### src/sv/sfr_pkg.sv
`timescale 1ns / 1ps

package sfr_pkg;

    // frame marker bytes
    localparam logic [7:0] SYNC_A        = 8'hC5;
    localparam logic [7:0] SYNC_B        = 8'hC3;
    localparam logic [7:0] FRAME_VERSION = 8'h01;
    localparam logic [7:0] SUM_GOOD      = 8'hFF;

    // input opcodes
    localparam logic OP_BYTE = 1'b0;
    localparam logic OP_TICK = 1'b1;

    // result kinds
    localparam logic [2:0] KIND_DATA    = 3'd0;
    localparam logic [2:0] KIND_GOOD    = 3'd1;
    localparam logic [2:0] KIND_BADSUM  = 3'd2;
    localparam logic [2:0] KIND_BIG     = 3'd3;
    localparam logic [2:0] KIND_TIMEOUT = 3'd4;

    // configuration register indexes
    localparam logic CFG_TIMEOUT = 1'b0;
    localparam logic CFG_MAXLEN  = 1'b1;

    // configuration reset values
    localparam logic [31:0] TIMEOUT_RESET = 32'd1000;
    localparam logic [15:0] MAXLEN_RESET  = 16'd256;

    // classified item handed from front to back
    typedef struct packed {
        logic       is_tick;
        logic       sync_a;
        logic       sync_b;
        logic       version;
        logic [7:0] rx_byte;
    } sfr_item_t;

endpackage

### src/sv/sfr_front.sv
`timescale 1ns / 1ps

module sfr_front (
    input  logic              s_axis_tvalid,
    output logic              s_axis_tready,
    input  logic [7:0]        s_axis_tdata,   // rx_byte
    input  logic              s_axis_tuser,   // opcode
    input  logic              queue_full,
    output logic              push_valid,
    output sfr_pkg::sfr_item_t push_item
);
    import sfr_pkg::*;

    // accept whenever the queue has room
    assign s_axis_tready = !queue_full;
    assign push_valid    = s_axis_tvalid && !queue_full;

    // classify the byte against the frame markers
    always_comb begin
        push_item.is_tick = (s_axis_tuser == OP_TICK);
        push_item.sync_a  = (s_axis_tdata == SYNC_A);
        push_item.sync_b  = (s_axis_tdata == SYNC_B);
        push_item.version = (s_axis_tdata == FRAME_VERSION);
        push_item.rx_byte = s_axis_tdata;
    end

endmodule

### src/sv/sfr_queue.sv
`timescale 1ns / 1ps

module sfr_queue (
    input  logic               aclk,
    input  logic               aresetn,
    input  logic               push_valid,
    input  sfr_pkg::sfr_item_t push_item,
    output logic               full,
    input  logic               pop,
    output logic               pop_valid,
    output sfr_pkg::sfr_item_t pop_item
);
    import sfr_pkg::*;

    sfr_item_t  slot_reg [2];
    logic       wr_ptr_reg, wr_ptr_next;
    logic       rd_ptr_reg, rd_ptr_next;
    logic [1:0] count_reg, count_next;

    assign full      = (count_reg == 2'd2);
    assign pop_valid = (count_reg != 2'd0);
    assign pop_item  = slot_reg[rd_ptr_reg];

    // pointer and fill count update
    always_comb begin
        wr_ptr_next = push_valid ? ~wr_ptr_reg : wr_ptr_reg;
        rd_ptr_next = pop ? ~rd_ptr_reg : rd_ptr_reg;
        count_next  = count_reg + {1'b0, push_valid} - {1'b0, pop};
    end

    always_ff @(posedge aclk) begin
        if (!aresetn) begin
            wr_ptr_reg <= 1'b0;
            rd_ptr_reg <= 1'b0;
            count_reg  <= 2'd0;
        end else begin
            wr_ptr_reg <= wr_ptr_next;
            rd_ptr_reg <= rd_ptr_next;
            count_reg  <= count_next;
        end
    end

    // entry storage
    always_ff @(posedge aclk) begin
        if (push_valid) begin
            slot_reg[wr_ptr_reg] <= push_item;
        end
    end

`ifndef SYNTHESIS
    a_no_push_full : assert property (@(posedge aclk) disable iff (!aresetn)
        full |-> !push_valid)
        else $error("push into full queue");
    a_no_pop_empty : assert property (@(posedge aclk) disable iff (!aresetn)
        pop |-> pop_valid)
        else $error("pop from empty queue");
    a_count_range : assert property (@(posedge aclk) disable iff (!aresetn)
        count_reg != 2'd3)
        else $error("queue count out of range");
`endif

endmodule

### src/sv/sfr_back.sv
`timescale 1ns / 1ps

module sfr_back (
    input  logic               aclk,
    input  logic               aresetn,
    input  logic               q_valid,
    input  sfr_pkg::sfr_item_t q_item,
    output logic               q_pop,
    input  logic               cfg_valid,
    output logic               cfg_ready,
    input  logic               cfg_addr,
    input  logic [31:0]        cfg_data,
    output logic               m_axis_tvalid,
    input  logic               m_axis_tready,
    output logic [39:0]        m_axis_tdata,   // data_byte, frame_intent, payload_count
    output logic [2:0]         m_axis_tuser    // kind
);
    import sfr_pkg::*;

    // parser state codes
    localparam logic [3:0] ST_HUNT    = 4'd0;
    localparam logic [3:0] ST_SYNC_B  = 4'd1;
    localparam logic [3:0] ST_VERSION = 4'd2;
    localparam logic [3:0] ST_FLAGS   = 4'd3;
    localparam logic [3:0] ST_LEN_LO  = 4'd4;
    localparam logic [3:0] ST_LEN_HI  = 4'd5;
    localparam logic [3:0] ST_INT_LO  = 4'd6;
    localparam logic [3:0] ST_INT_HI  = 4'd7;
    localparam logic [3:0] ST_PAYLOAD = 4'd8;
    localparam logic [3:0] ST_CHECK   = 4'd9;

    logic [31:0] timeout_reg;
    logic [15:0] maxlen_reg;

    logic [3:0]  state_reg, state_next;
    logic [15:0] remaining_reg, remaining_next;
    logic [15:0] intent_reg, intent_next;
    logic [7:0]  sum_reg, sum_next;
    logic [31:0] elapsed_reg, elapsed_next;
    logic [15:0] count_reg, count_next;

    logic        m_valid_reg, m_valid_next;
    logic [2:0]  kind_reg, kind_next;
    logic [7:0]  data_reg, data_next;
    logic [15:0] out_intent_reg, out_intent_next;
    logic [15:0] out_count_reg, out_count_next;

    logic [3:0]  st_work;
    logic        emit;
    logic [15:0] length_full;
    logic [15:0] count_inc;

    assign cfg_ready     = 1'b1;
    assign q_pop         = q_valid && (!m_valid_reg || m_axis_tready);
    assign m_axis_tvalid = m_valid_reg;
    assign m_axis_tuser  = kind_reg;
    assign m_axis_tdata  = {out_count_reg, out_intent_reg, data_reg};

    // configuration registers
    always_ff @(posedge aclk) begin
        if (!aresetn) begin
            timeout_reg <= TIMEOUT_RESET;
            maxlen_reg  <= MAXLEN_RESET;
        end else if (cfg_valid) begin
            case (cfg_addr)
                CFG_TIMEOUT: timeout_reg <= cfg_data;
                CFG_MAXLEN:  maxlen_reg  <= cfg_data[15:0];
                default: ;
            endcase
        end
    end

    // parser step for the item at the head of the queue
    always_comb begin
        state_next      = state_reg;
        remaining_next  = remaining_reg;
        intent_next     = intent_reg;
        sum_next        = sum_reg;
        elapsed_next    = elapsed_reg;
        count_next      = count_reg;
        kind_next       = kind_reg;
        data_next       = data_reg;
        out_intent_next = out_intent_reg;
        out_count_next  = out_count_reg;
        st_work         = state_reg;
        emit            = 1'b0;
        length_full     = {q_item.rx_byte, remaining_reg[7:0]};
        count_inc       = (count_reg != 16'hFFFF) ? count_reg + 16'd1 : count_reg;

        if (q_pop) begin
            if (q_item.is_tick) begin
                // elapsed time only runs inside a frame and saturates
                if (state_reg != ST_HUNT && elapsed_reg != 32'hFFFF_FFFF) begin
                    elapsed_next = elapsed_reg + 32'd1;
                end
            end else begin
                // timeout drops the frame, then the byte is parsed from hunt
                if (state_reg != ST_HUNT && timeout_reg != 32'd0
                        && elapsed_reg > timeout_reg) begin
                    emit           = 1'b1;
                    kind_next      = KIND_TIMEOUT;
                    data_next      = 8'd0;
                    out_intent_next = 16'd0;
                    out_count_next = count_reg;
                    st_work        = ST_HUNT;
                end

                sum_next = (st_work == ST_HUNT) ? q_item.rx_byte
                                                : sum_reg + q_item.rx_byte;

                case (st_work)
                    ST_HUNT: begin
                        if (q_item.sync_a) begin
                            elapsed_next = 32'd0;
                            count_next   = 16'd0;
                            state_next   = ST_SYNC_B;
                        end else begin
                            state_next = ST_HUNT;
                        end
                    end
                    ST_SYNC_B:  state_next = q_item.sync_b ? ST_VERSION : ST_HUNT;
                    ST_VERSION: state_next = q_item.version ? ST_FLAGS : ST_HUNT;
                    ST_FLAGS:   state_next = ST_LEN_LO;
                    ST_LEN_LO: begin
                        remaining_next = {8'd0, q_item.rx_byte};
                        state_next     = ST_LEN_HI;
                    end
                    ST_LEN_HI: begin
                        remaining_next = length_full;
                        if (length_full > maxlen_reg) begin
                            state_next      = ST_HUNT;
                            emit            = 1'b1;
                            kind_next       = KIND_BIG;
                            data_next       = 8'd0;
                            out_intent_next = 16'd0;
                            out_count_next  = 16'd0;
                        end else begin
                            state_next = ST_INT_LO;
                        end
                    end
                    ST_INT_LO: begin
                        intent_next = {8'd0, q_item.rx_byte};
                        state_next  = ST_INT_HI;
                    end
                    ST_INT_HI: begin
                        intent_next = {q_item.rx_byte, intent_reg[7:0]};
                        state_next  = (remaining_reg != 16'd0) ? ST_PAYLOAD : ST_CHECK;
                    end
                    ST_PAYLOAD: begin
                        count_next      = count_inc;
                        emit            = 1'b1;
                        kind_next       = KIND_DATA;
                        data_next       = q_item.rx_byte;
                        out_intent_next = 16'd0;
                        out_count_next  = count_inc;
                        remaining_next  = remaining_reg - 16'd1;
                        state_next      = (remaining_reg == 16'd1) ? ST_CHECK : ST_PAYLOAD;
                    end
                    ST_CHECK: begin
                        state_next      = ST_HUNT;
                        emit            = 1'b1;
                        kind_next       = (sum_next == SUM_GOOD) ? KIND_GOOD : KIND_BADSUM;
                        data_next       = 8'd0;
                        out_intent_next = intent_reg;
                        out_count_next  = count_reg;
                    end
                    default: state_next = ST_HUNT;
                endcase
            end
        end
    end

    // output register: a pop loads the item's result, if it has one; a transfer alone empties it
    always_comb begin
        if (q_pop) begin
            m_valid_next = emit;
        end else begin
            m_valid_next = m_valid_reg && !m_axis_tready;
        end
    end

    always_ff @(posedge aclk) begin
        if (!aresetn) begin
            state_reg     <= ST_HUNT;
            remaining_reg <= 16'd0;
            intent_reg    <= 16'd0;
            sum_reg       <= 8'd0;
            elapsed_reg   <= 32'd0;
            count_reg     <= 16'd0;
            m_valid_reg   <= 1'b0;
        end else begin
            state_reg     <= state_next;
            remaining_reg <= remaining_next;
            intent_reg    <= intent_next;
            sum_reg       <= sum_next;
            elapsed_reg   <= elapsed_next;
            count_reg     <= count_next;
            m_valid_reg   <= m_valid_next;
        end
    end

    // result payload
    always_ff @(posedge aclk) begin
        if (q_pop && emit) begin
            kind_reg       <= kind_next;
            data_reg       <= data_next;
            out_intent_reg <= out_intent_next;
            out_count_reg  <= out_count_next;
        end
    end

`ifndef SYNTHESIS
    a_state_range : assert property (@(posedge aclk) disable iff (!aresetn)
        state_reg <= ST_CHECK)
        else $error("parser state out of range");
    a_kind_range : assert property (@(posedge aclk) disable iff (!aresetn)
        m_valid_reg |-> kind_reg <= KIND_TIMEOUT)
        else $error("result kind out of range");
    a_tick_silent : assert property (@(posedge aclk) disable iff (!aresetn)
        (q_pop && q_item.is_tick) |=> !m_valid_reg)
        else $error("tick produced a result");
    a_data_counted : assert property (@(posedge aclk) disable iff (!aresetn)
        (m_valid_reg && kind_reg == KIND_DATA) |-> out_count_reg != 16'd0)
        else $error("payload byte with zero count");
`endif

endmodule

### src/sv/serial_frame_receiver_unit.sv
`timescale 1ns / 1ps
// path: an input item waits in a queue slot, then the parser puts its result in the output register
// throughput: one byte or tick per cycle unless m_axis stalls; the single parser step per item sets the rate
// ticks and non-reporting bytes give no result; at most one result per item
// reset: aresetn is synchronous, active low; parser returns to sync hunt, queue and
// output empty, timeout_ms to 1000 and max_length to 256

module serial_frame_receiver_unit (
    input  logic        aclk,
    input  logic        aresetn,
    input  logic        s_axis_tvalid,
    output logic        s_axis_tready,
    input  logic [7:0]  s_axis_tdata,   // rx_byte
    input  logic        s_axis_tuser,   // opcode
    output logic        m_axis_tvalid,
    input  logic        m_axis_tready,
    output logic [39:0] m_axis_tdata,   // data_byte, frame_intent, payload_count
    output logic [2:0]  m_axis_tuser,   // kind
    input  logic        cfg_valid,
    output logic        cfg_ready,
    input  logic        cfg_addr,
    input  logic [31:0] cfg_data
);
    import sfr_pkg::*;

    logic      push_valid;
    sfr_item_t push_item;
    logic      queue_full;
    logic      q_pop;
    logic      q_valid;
    sfr_item_t q_item;

    // input side: accept and classify
    sfr_front u_front (
        .s_axis_tvalid (s_axis_tvalid),
        .s_axis_tready (s_axis_tready),
        .s_axis_tdata  (s_axis_tdata),
        .s_axis_tuser  (s_axis_tuser),
        .queue_full    (queue_full),
        .push_valid    (push_valid),
        .push_item     (push_item)
    );

    // two-entry queue between the sides
    sfr_queue u_queue (
        .aclk       (aclk),
        .aresetn    (aresetn),
        .push_valid (push_valid),
        .push_item  (push_item),
        .full       (queue_full),
        .pop        (q_pop),
        .pop_valid  (q_valid),
        .pop_item   (q_item)
    );

    // frame parser and result register
    sfr_back u_back (
        .aclk          (aclk),
        .aresetn       (aresetn),
        .q_valid       (q_valid),
        .q_item        (q_item),
        .q_pop         (q_pop),
        .cfg_valid     (cfg_valid),
        .cfg_ready     (cfg_ready),
        .cfg_addr      (cfg_addr),
        .cfg_data      (cfg_data),
        .m_axis_tvalid (m_axis_tvalid),
        .m_axis_tready (m_axis_tready),
        .m_axis_tdata  (m_axis_tdata),
        .m_axis_tuser  (m_axis_tuser)
    );

endmodule

### config.mk
export PLATFORM = sky130hd
export DESIGN_NAME = serial_frame_receiver_unit
export DESIGN_NICKNAME = d
export VERILOG_FILES = /design/src/sv/sfr_pkg.sv /design/src/sv/sfr_front.sv /design/src/sv/sfr_queue.sv /design/src/sv/sfr_back.sv /design/src/sv/serial_frame_receiver_unit.sv
export SDC_FILE = /design/constraint.sdc
export NUM_CORES = 1
export LEC_CHECK = 0
export BUFFER_PORTS_ARGS = -buffer_cell sky130_fd_sc_hd__buf_2
export CAP_MARGIN = 15
export CORE_UTILIZATION = 49
export CTS_CLUSTER_DIAMETER = 30
export DETAILED_ROUTE_END_ITERATION = 10
export GPL_TIMING_DRIVEN = 1
export MAX_ROUTING_LAYER = met4
export PLACE_DENSITY = 0.72
export SLEW_MARGIN = 15
export SYNTH_ARGS = -nofsm -noshare
export SYNTH_HDL_FRONTEND = slang
export SYNTH_SLANG_ARGS = --single-unit
### constraint.sdc
create_clock -name aclk -period 10.2 [get_ports aclk]
set_input_delay 0.51 -clock aclk [delete_from_list [all_inputs] [get_ports aclk]]
set_output_delay 0.51 -clock aclk [all_outputs]
set_load 0.005 [all_outputs]
==> Yosys cells after proc, flatten, opt, wreduce, memory -nomap -nowiden <==
Memory sizes are Yosys's and may differ from the RTL's. A register that Yosys moved wholly into a read port is not among the register bits.
Cells that the tools add are included.
{ "op_classes": {"bitwise": 6, "mux": 43, "n_addsub": 6, "magnitude_cmp": 2, "n_reduce_logical": 33, "n_eq_ne": 19} }
{ "op_table": {"columns": ["cell", "count"], "rows": [
  ["16-bit case mux with 3 select lines", 3],
  ["32-bit 2-to-1 mux", 4],
  ["16-bit 2-to-1 mux", 6],
  ["16-bit case mux with 2 select lines", 2],
  ["4-bit case mux with 9 select lines", 1],
  ["32-bit by 1-bit adder with 32-bit output (second input constant)", 1],
  ["32-bit > comparator", 1],
  ["32-bit inequality test (second input constant)", 1],
  ["32-bit nonzero test", 1],
  ["8-bit == test (second input constant)", 3],
  ["8-bit 2-to-1 mux", 3],
  ["8-bit case mux with 3 select lines", 1],
  ["16-bit by 1-bit adder with 16-bit output (second input constant)", 1],
  ["16-bit by 1-bit == test with 1-bit output (second input constant)", 1],
  ["4-bit by 3-bit == test with 1-bit output (second input constant)", 4],
  ["16-bit > comparator", 1],
  ["16-bit inequality test (second input constant)", 1],
  ["4-bit AND reduction", 4],
  ["16-bit nonzero test", 1],
  ["16-bit by 1-bit subtractor with 16-bit output (second input constant)", 1],
  ["1-bit 2-to-1 mux", 12],
  ["4-bit 2-to-1 mux", 3],
  ["2-bit nonzero test", 6],
  ["3-bit 2-to-1 mux", 3],
  ["other kinds (23)", 44]
]} }
{ "totals": {"ram_bits": 24, "wordCells": 128, "inputBits": 47, "regBits": 188, "mem_count": 1, "output_inout_bits": 46} }
{ "memory_table": {"columns": ["memory", "words", "word_bits", "rd", "rd_ports_with_merged_regs", "wr", "line_no", "source"], "rows": [
  ["u_queue.slot_reg", 2, 12, 1, 1, 1, "sfr_queue.sv:15", "sfr_item_t slot_reg [2];"]
]} }

==> Longest topological paths before layout <==
{ "logic_depth": {"depth_word": 13, "ltp_mapped": 13, "depth_no_buf": 12} }

==> By module <==
A second synthesis with hierarchy kept.
{ "hier_totals": {"cells_unflattened": 1254, "hier_area_um2": 11292.1} }
{ "modules_own_cells": {"columns": ["module", "instances", "cells_per_inst", "area_per_inst_um2", "seq_area_each_um2"], "rows": [
  ["sfr_back", 1, 1177, 10023.4, 4113.9],
  ["sfr_queue", 1, 58, 1132.3, 820.8],
  ["sfr_front", 1, 19, 136.4, 0.0]
]} }

==> Worst setup path after synthesis <==
OpenSTA, ideal clock, no wires.
{ "synth_path": {"path_type": "register -> register", "start": "reg (tool-made name)", "end": "reg u_back.data_reg[0] (enable)", "stages_incl_launch_ff": 13, "synth_period_minus_slack_ns": 5.073, "path_buffers": 2, "required_ns": 9.755, "setup_slack_ns": 5.127, "t_arrival_ns": 4.628, "setup_ns": 0.445, "cell_sequence": "dfxtp_1 > buf_2 > mux2i_1 > inv_1 > ha_1 > nand4_1 > a2111oi_0 > o31ai_1 > o211ai_1 > nand2_1 > o221a_2 > buf_2 > nor2_1"} }
{ "synth_lines": {"columns": ["item", "line_no", "source"], "rows": [
  ["to (signal assigned)", "sfr_back.sv:206", "data_reg <= data_next;"],
  ["to (decl)", "sfr_back.sv:44", "logic [7:0] data_reg, data_next;"]
]} }

==> flow_summary_export.csv <==
group,metric,value,unit
cts,cts_buffers,47,
power,pwr-share-clk,47.3,%
setup_path,crit_required,10370,ps
power,power_leakage,0.005300,uW
synthesis,synth_ff_type,"dfxtp_1",
global_route,grt_pass1_wl,47310,um
power,pwr_density_cell,251.5,nW/um^2
setup_path,slowest_stage,"dfxtp_1",
cells_and_area,layout_common_cells,"191 x nand2_1, 146 x dfxtp_1, 119 x a21oi_1",
sta,min_period,4757,ps
synthesis,netlist_area,11240,um^2
cts,numClockSinks,213,
sta,finalHoldViolations,0,
power,p_sw_share,30.76,%
global_route,grt_overflow,0,
power,seqPwrFrac,29.9,%
drt,dr.pass1.iters,6,
sta,fin_worst_skew,13.94,ps
drt,drt_wl_total,29380,um
synthesis,synth_cell_types,80,
floorplan,core,22570,um^2
cts,cts_tree,"done",
cts,cts-root-buf,"clkbuf_16",
synthesis,synth_edf_count,67,
place,portBuffers,91,
floorplan,die_w,153.5,um
sta,min_period_over_period,46.64,%
cells_and_area,drive_gt1_share,15.15,%
global_route,grt_max_degree,61,
power,p_int,2361,uW
synthesis,synth_area_leaders,"dfxtp_1 26%, edfxtp_1 18%, ha_1 6.8%, nand2_1 6.4%, a21oi_1 5.3%",
floorplan,initial_core_util,49.81,%
synthesis,syn_inst,1270,
drt,vias,9962,
drt,routedWlPerCell,17.58,um
global_route,track_usage,25.42,%
cells_and_area,nNetsFinal,1457,
global_route,grt_antenna_before_repair,0,
cts,cts_buffer_depth,3,
cts,clk_pin_slew,50,ps
status,status,"finished, final reports clean",
power,p_total,3409,uW
cells_and_area,area_growth,20.58,%
drt,drc_errors,0,
setup_path,crit_family,"compound AO/OA/AOI/OAI gates",
setup_path,worstPathArrival,4930,ps
hold_path,min_path_type,"input pin to register",
cts,htree_levels,2,
place,dp_hpwl,20000,um
cts,post_cts_buffers,0,
floorplan,die-area,23550,um^2
sta,slew_headroom,27.09,%
setup_path,path_cells,"mux2i_1 -> inv_1 -> ha_1 -> nand4_1 -> a2111oi_0 -> o31ai_1 -> o211ai_1 -> nand2_1 -> o221a_2 -> nor2_4 -> buf_4",
sta,max_freq,210.2,MHz
setup_path,crit_buf_inv,2,
place,routabilityCongestion,0.9231,
setup_path,cp-start-kind,"register",
synthesis,synth_area_per_cell,8.852,um^2
run,cap_violations,0,
power,ir_drop,0.1407,mV
global_route,grt_pass1_vias,9111,
synthesis,ys_seq_elements,213,
setup_path,criticalPathCategory,"register to register",
floorplan,ios,93,
synthesis,synth-seq-area-share,43.90,%
sta,grt_setup_unrepaired,"false",
cells_and_area,final_common_cell,"nand2_1",
setup_path,end_kind,"register",
power,p_sw,1049,uW
cells_and_area,stdcell_area,13560,um^2
sta,hold_ws,172.4,ps
synthesis,ys.warnings.count,0,
setup_path,path_max_fanout,41,
cts,cts-hold-fix-buffers,0,
synthesis,synth_top_cell_by_area,"dfxtp_1",
synthesis,synth_top_area_share,26.00,%
sta,worst_pin_slew,1090,ps
power,combPwrFrac,22.8,%
sta,tns,0,ps
sta,setup_viol,0,
cells_and_area,final_util,60.06,%
cts,clk_latency,540,ps
floorplan,die_h,153.5,um
drt,drt_iter0_markers,861,
cells_and_area,fillers,1898,
cts,cts-resized-gates,0,
sta,maxSlewViolCount,0,
drt,ant_nets,0,
setup_path,max_stage_delay,730,ps
cells_and_area,antenna_cells,0,
drt,viasPerCell,5.962,
floorplan,rows,55,
synthesis,async_reset_ff_share,0,%
synthesis,synth_nets,1379,
place,dpl-instance-area,11810,um^2
final cells by class:
cell class	instances	area, um^2	share of cell area, %
multi-input combinational	912	5729	42.27
sequential	213	4935	36.40
clock buffer	59	1324	9.766
timing repair buffer	100	543.0	4.006
clock inverter	28	390.4	2.880
tap	285	356.6	2.631
inverter	74	277.8	2.049
power by group through the flow:
stage	clock network, uW	logic, uW	registers, uW
after detailed placement	0	751	1030
final	1610	779	1020
after CTS	1620	758	1020
after global routing	1670	852	1030
after floorplan	0	574	1010
after global placement	0	742	1030
logic make-up (layout without fill, tap and decap cells):
group	count (synthesis)	in the layout	share of synthesized area (%)
AOI/OAI and AO/OA	344	344	20.17
xor gates and xnor gates	18	18	1.402
adders and majority gates	62	62	6.967
buffers and inverters	145	261	5.275
DFF	213	213	43.90
muxes	18	18	1.636
other	1	1	0.03336
and+or+nand+nor	469	469	20.62
worst paths after layout:
check	slack [ps]	cells past startpoint	startpoint	endpoint
setup reg to reg	5440	11	register	u_back.data_reg[7]
hold reg to reg	460	2	u_back.maxlen_reg[15]	u_back.maxlen_reg[15]
setup / recovery	5440	11	register	u_back.data_reg[7]
hold / removal	170	1	s_axis_tuser	u_queue.slot_reg[0][11]
synthesized netlist by cell type (17+ instances only):
| library cell | number |
|---|---|
| edfxtp_1 | 67 |
| nor3_1 | 22 |
| nand4_1 | 30 |
| or3_1 | 17 |
| o21ai_0 | 64 |
| o211ai_1 | 19 |
| dfxtp_1 | 146 |
| nand2_1 | 191 |
| nand3_1 | 32 |
| ha_1 | 61 |
| buf_2 | 18 |
| a21oi_1 | 119 |
| nor4_1 | 24 |
| or4_1 | 18 |
| clkbuf_1 | 40 |
| inv_1 | 73 |
| a22o_1 | 18 |
| nor2_1 | 70 |
worst reg2reg max path: cells and delay by family (launching register included):
family,cells,cell delay [ps]
compound gates,4,1200
fa+ha+maj,1,360
buf+inv,2,720
flops,1,730
mux,1,620
simple gates,3,720
stage by stage:
| step | setup WS [ps] | std cells |
|---|---|---|
| 5_1_grt | 5069 | 1671 |
| 6_report | 5443 | 1671 |
| 3_3_place_gp | 5581 | 1583 |
| 3_5_place_dp | 5413 | 1583 |
| 2_1_floorplan | 5127 | 1270 |
| 4_1_cts | 5414 | 1670 |
metal layers:
| layer | global-route usage (%) | vias up | part of all wire, % |
|---|---|---|---|
| met4 | 7.810 | 0 | 1.9 |
| met5 | - | - | 0 |
| li1 | - | 4843 | - |
| met3 | 3.941 | 48 | 7.0 |
| met2 | 38.40 | 388 | 45 |
| met1 | 34.97 | 4683 | 46 |
Note: power is estimated with default switching activity, not from simulation.
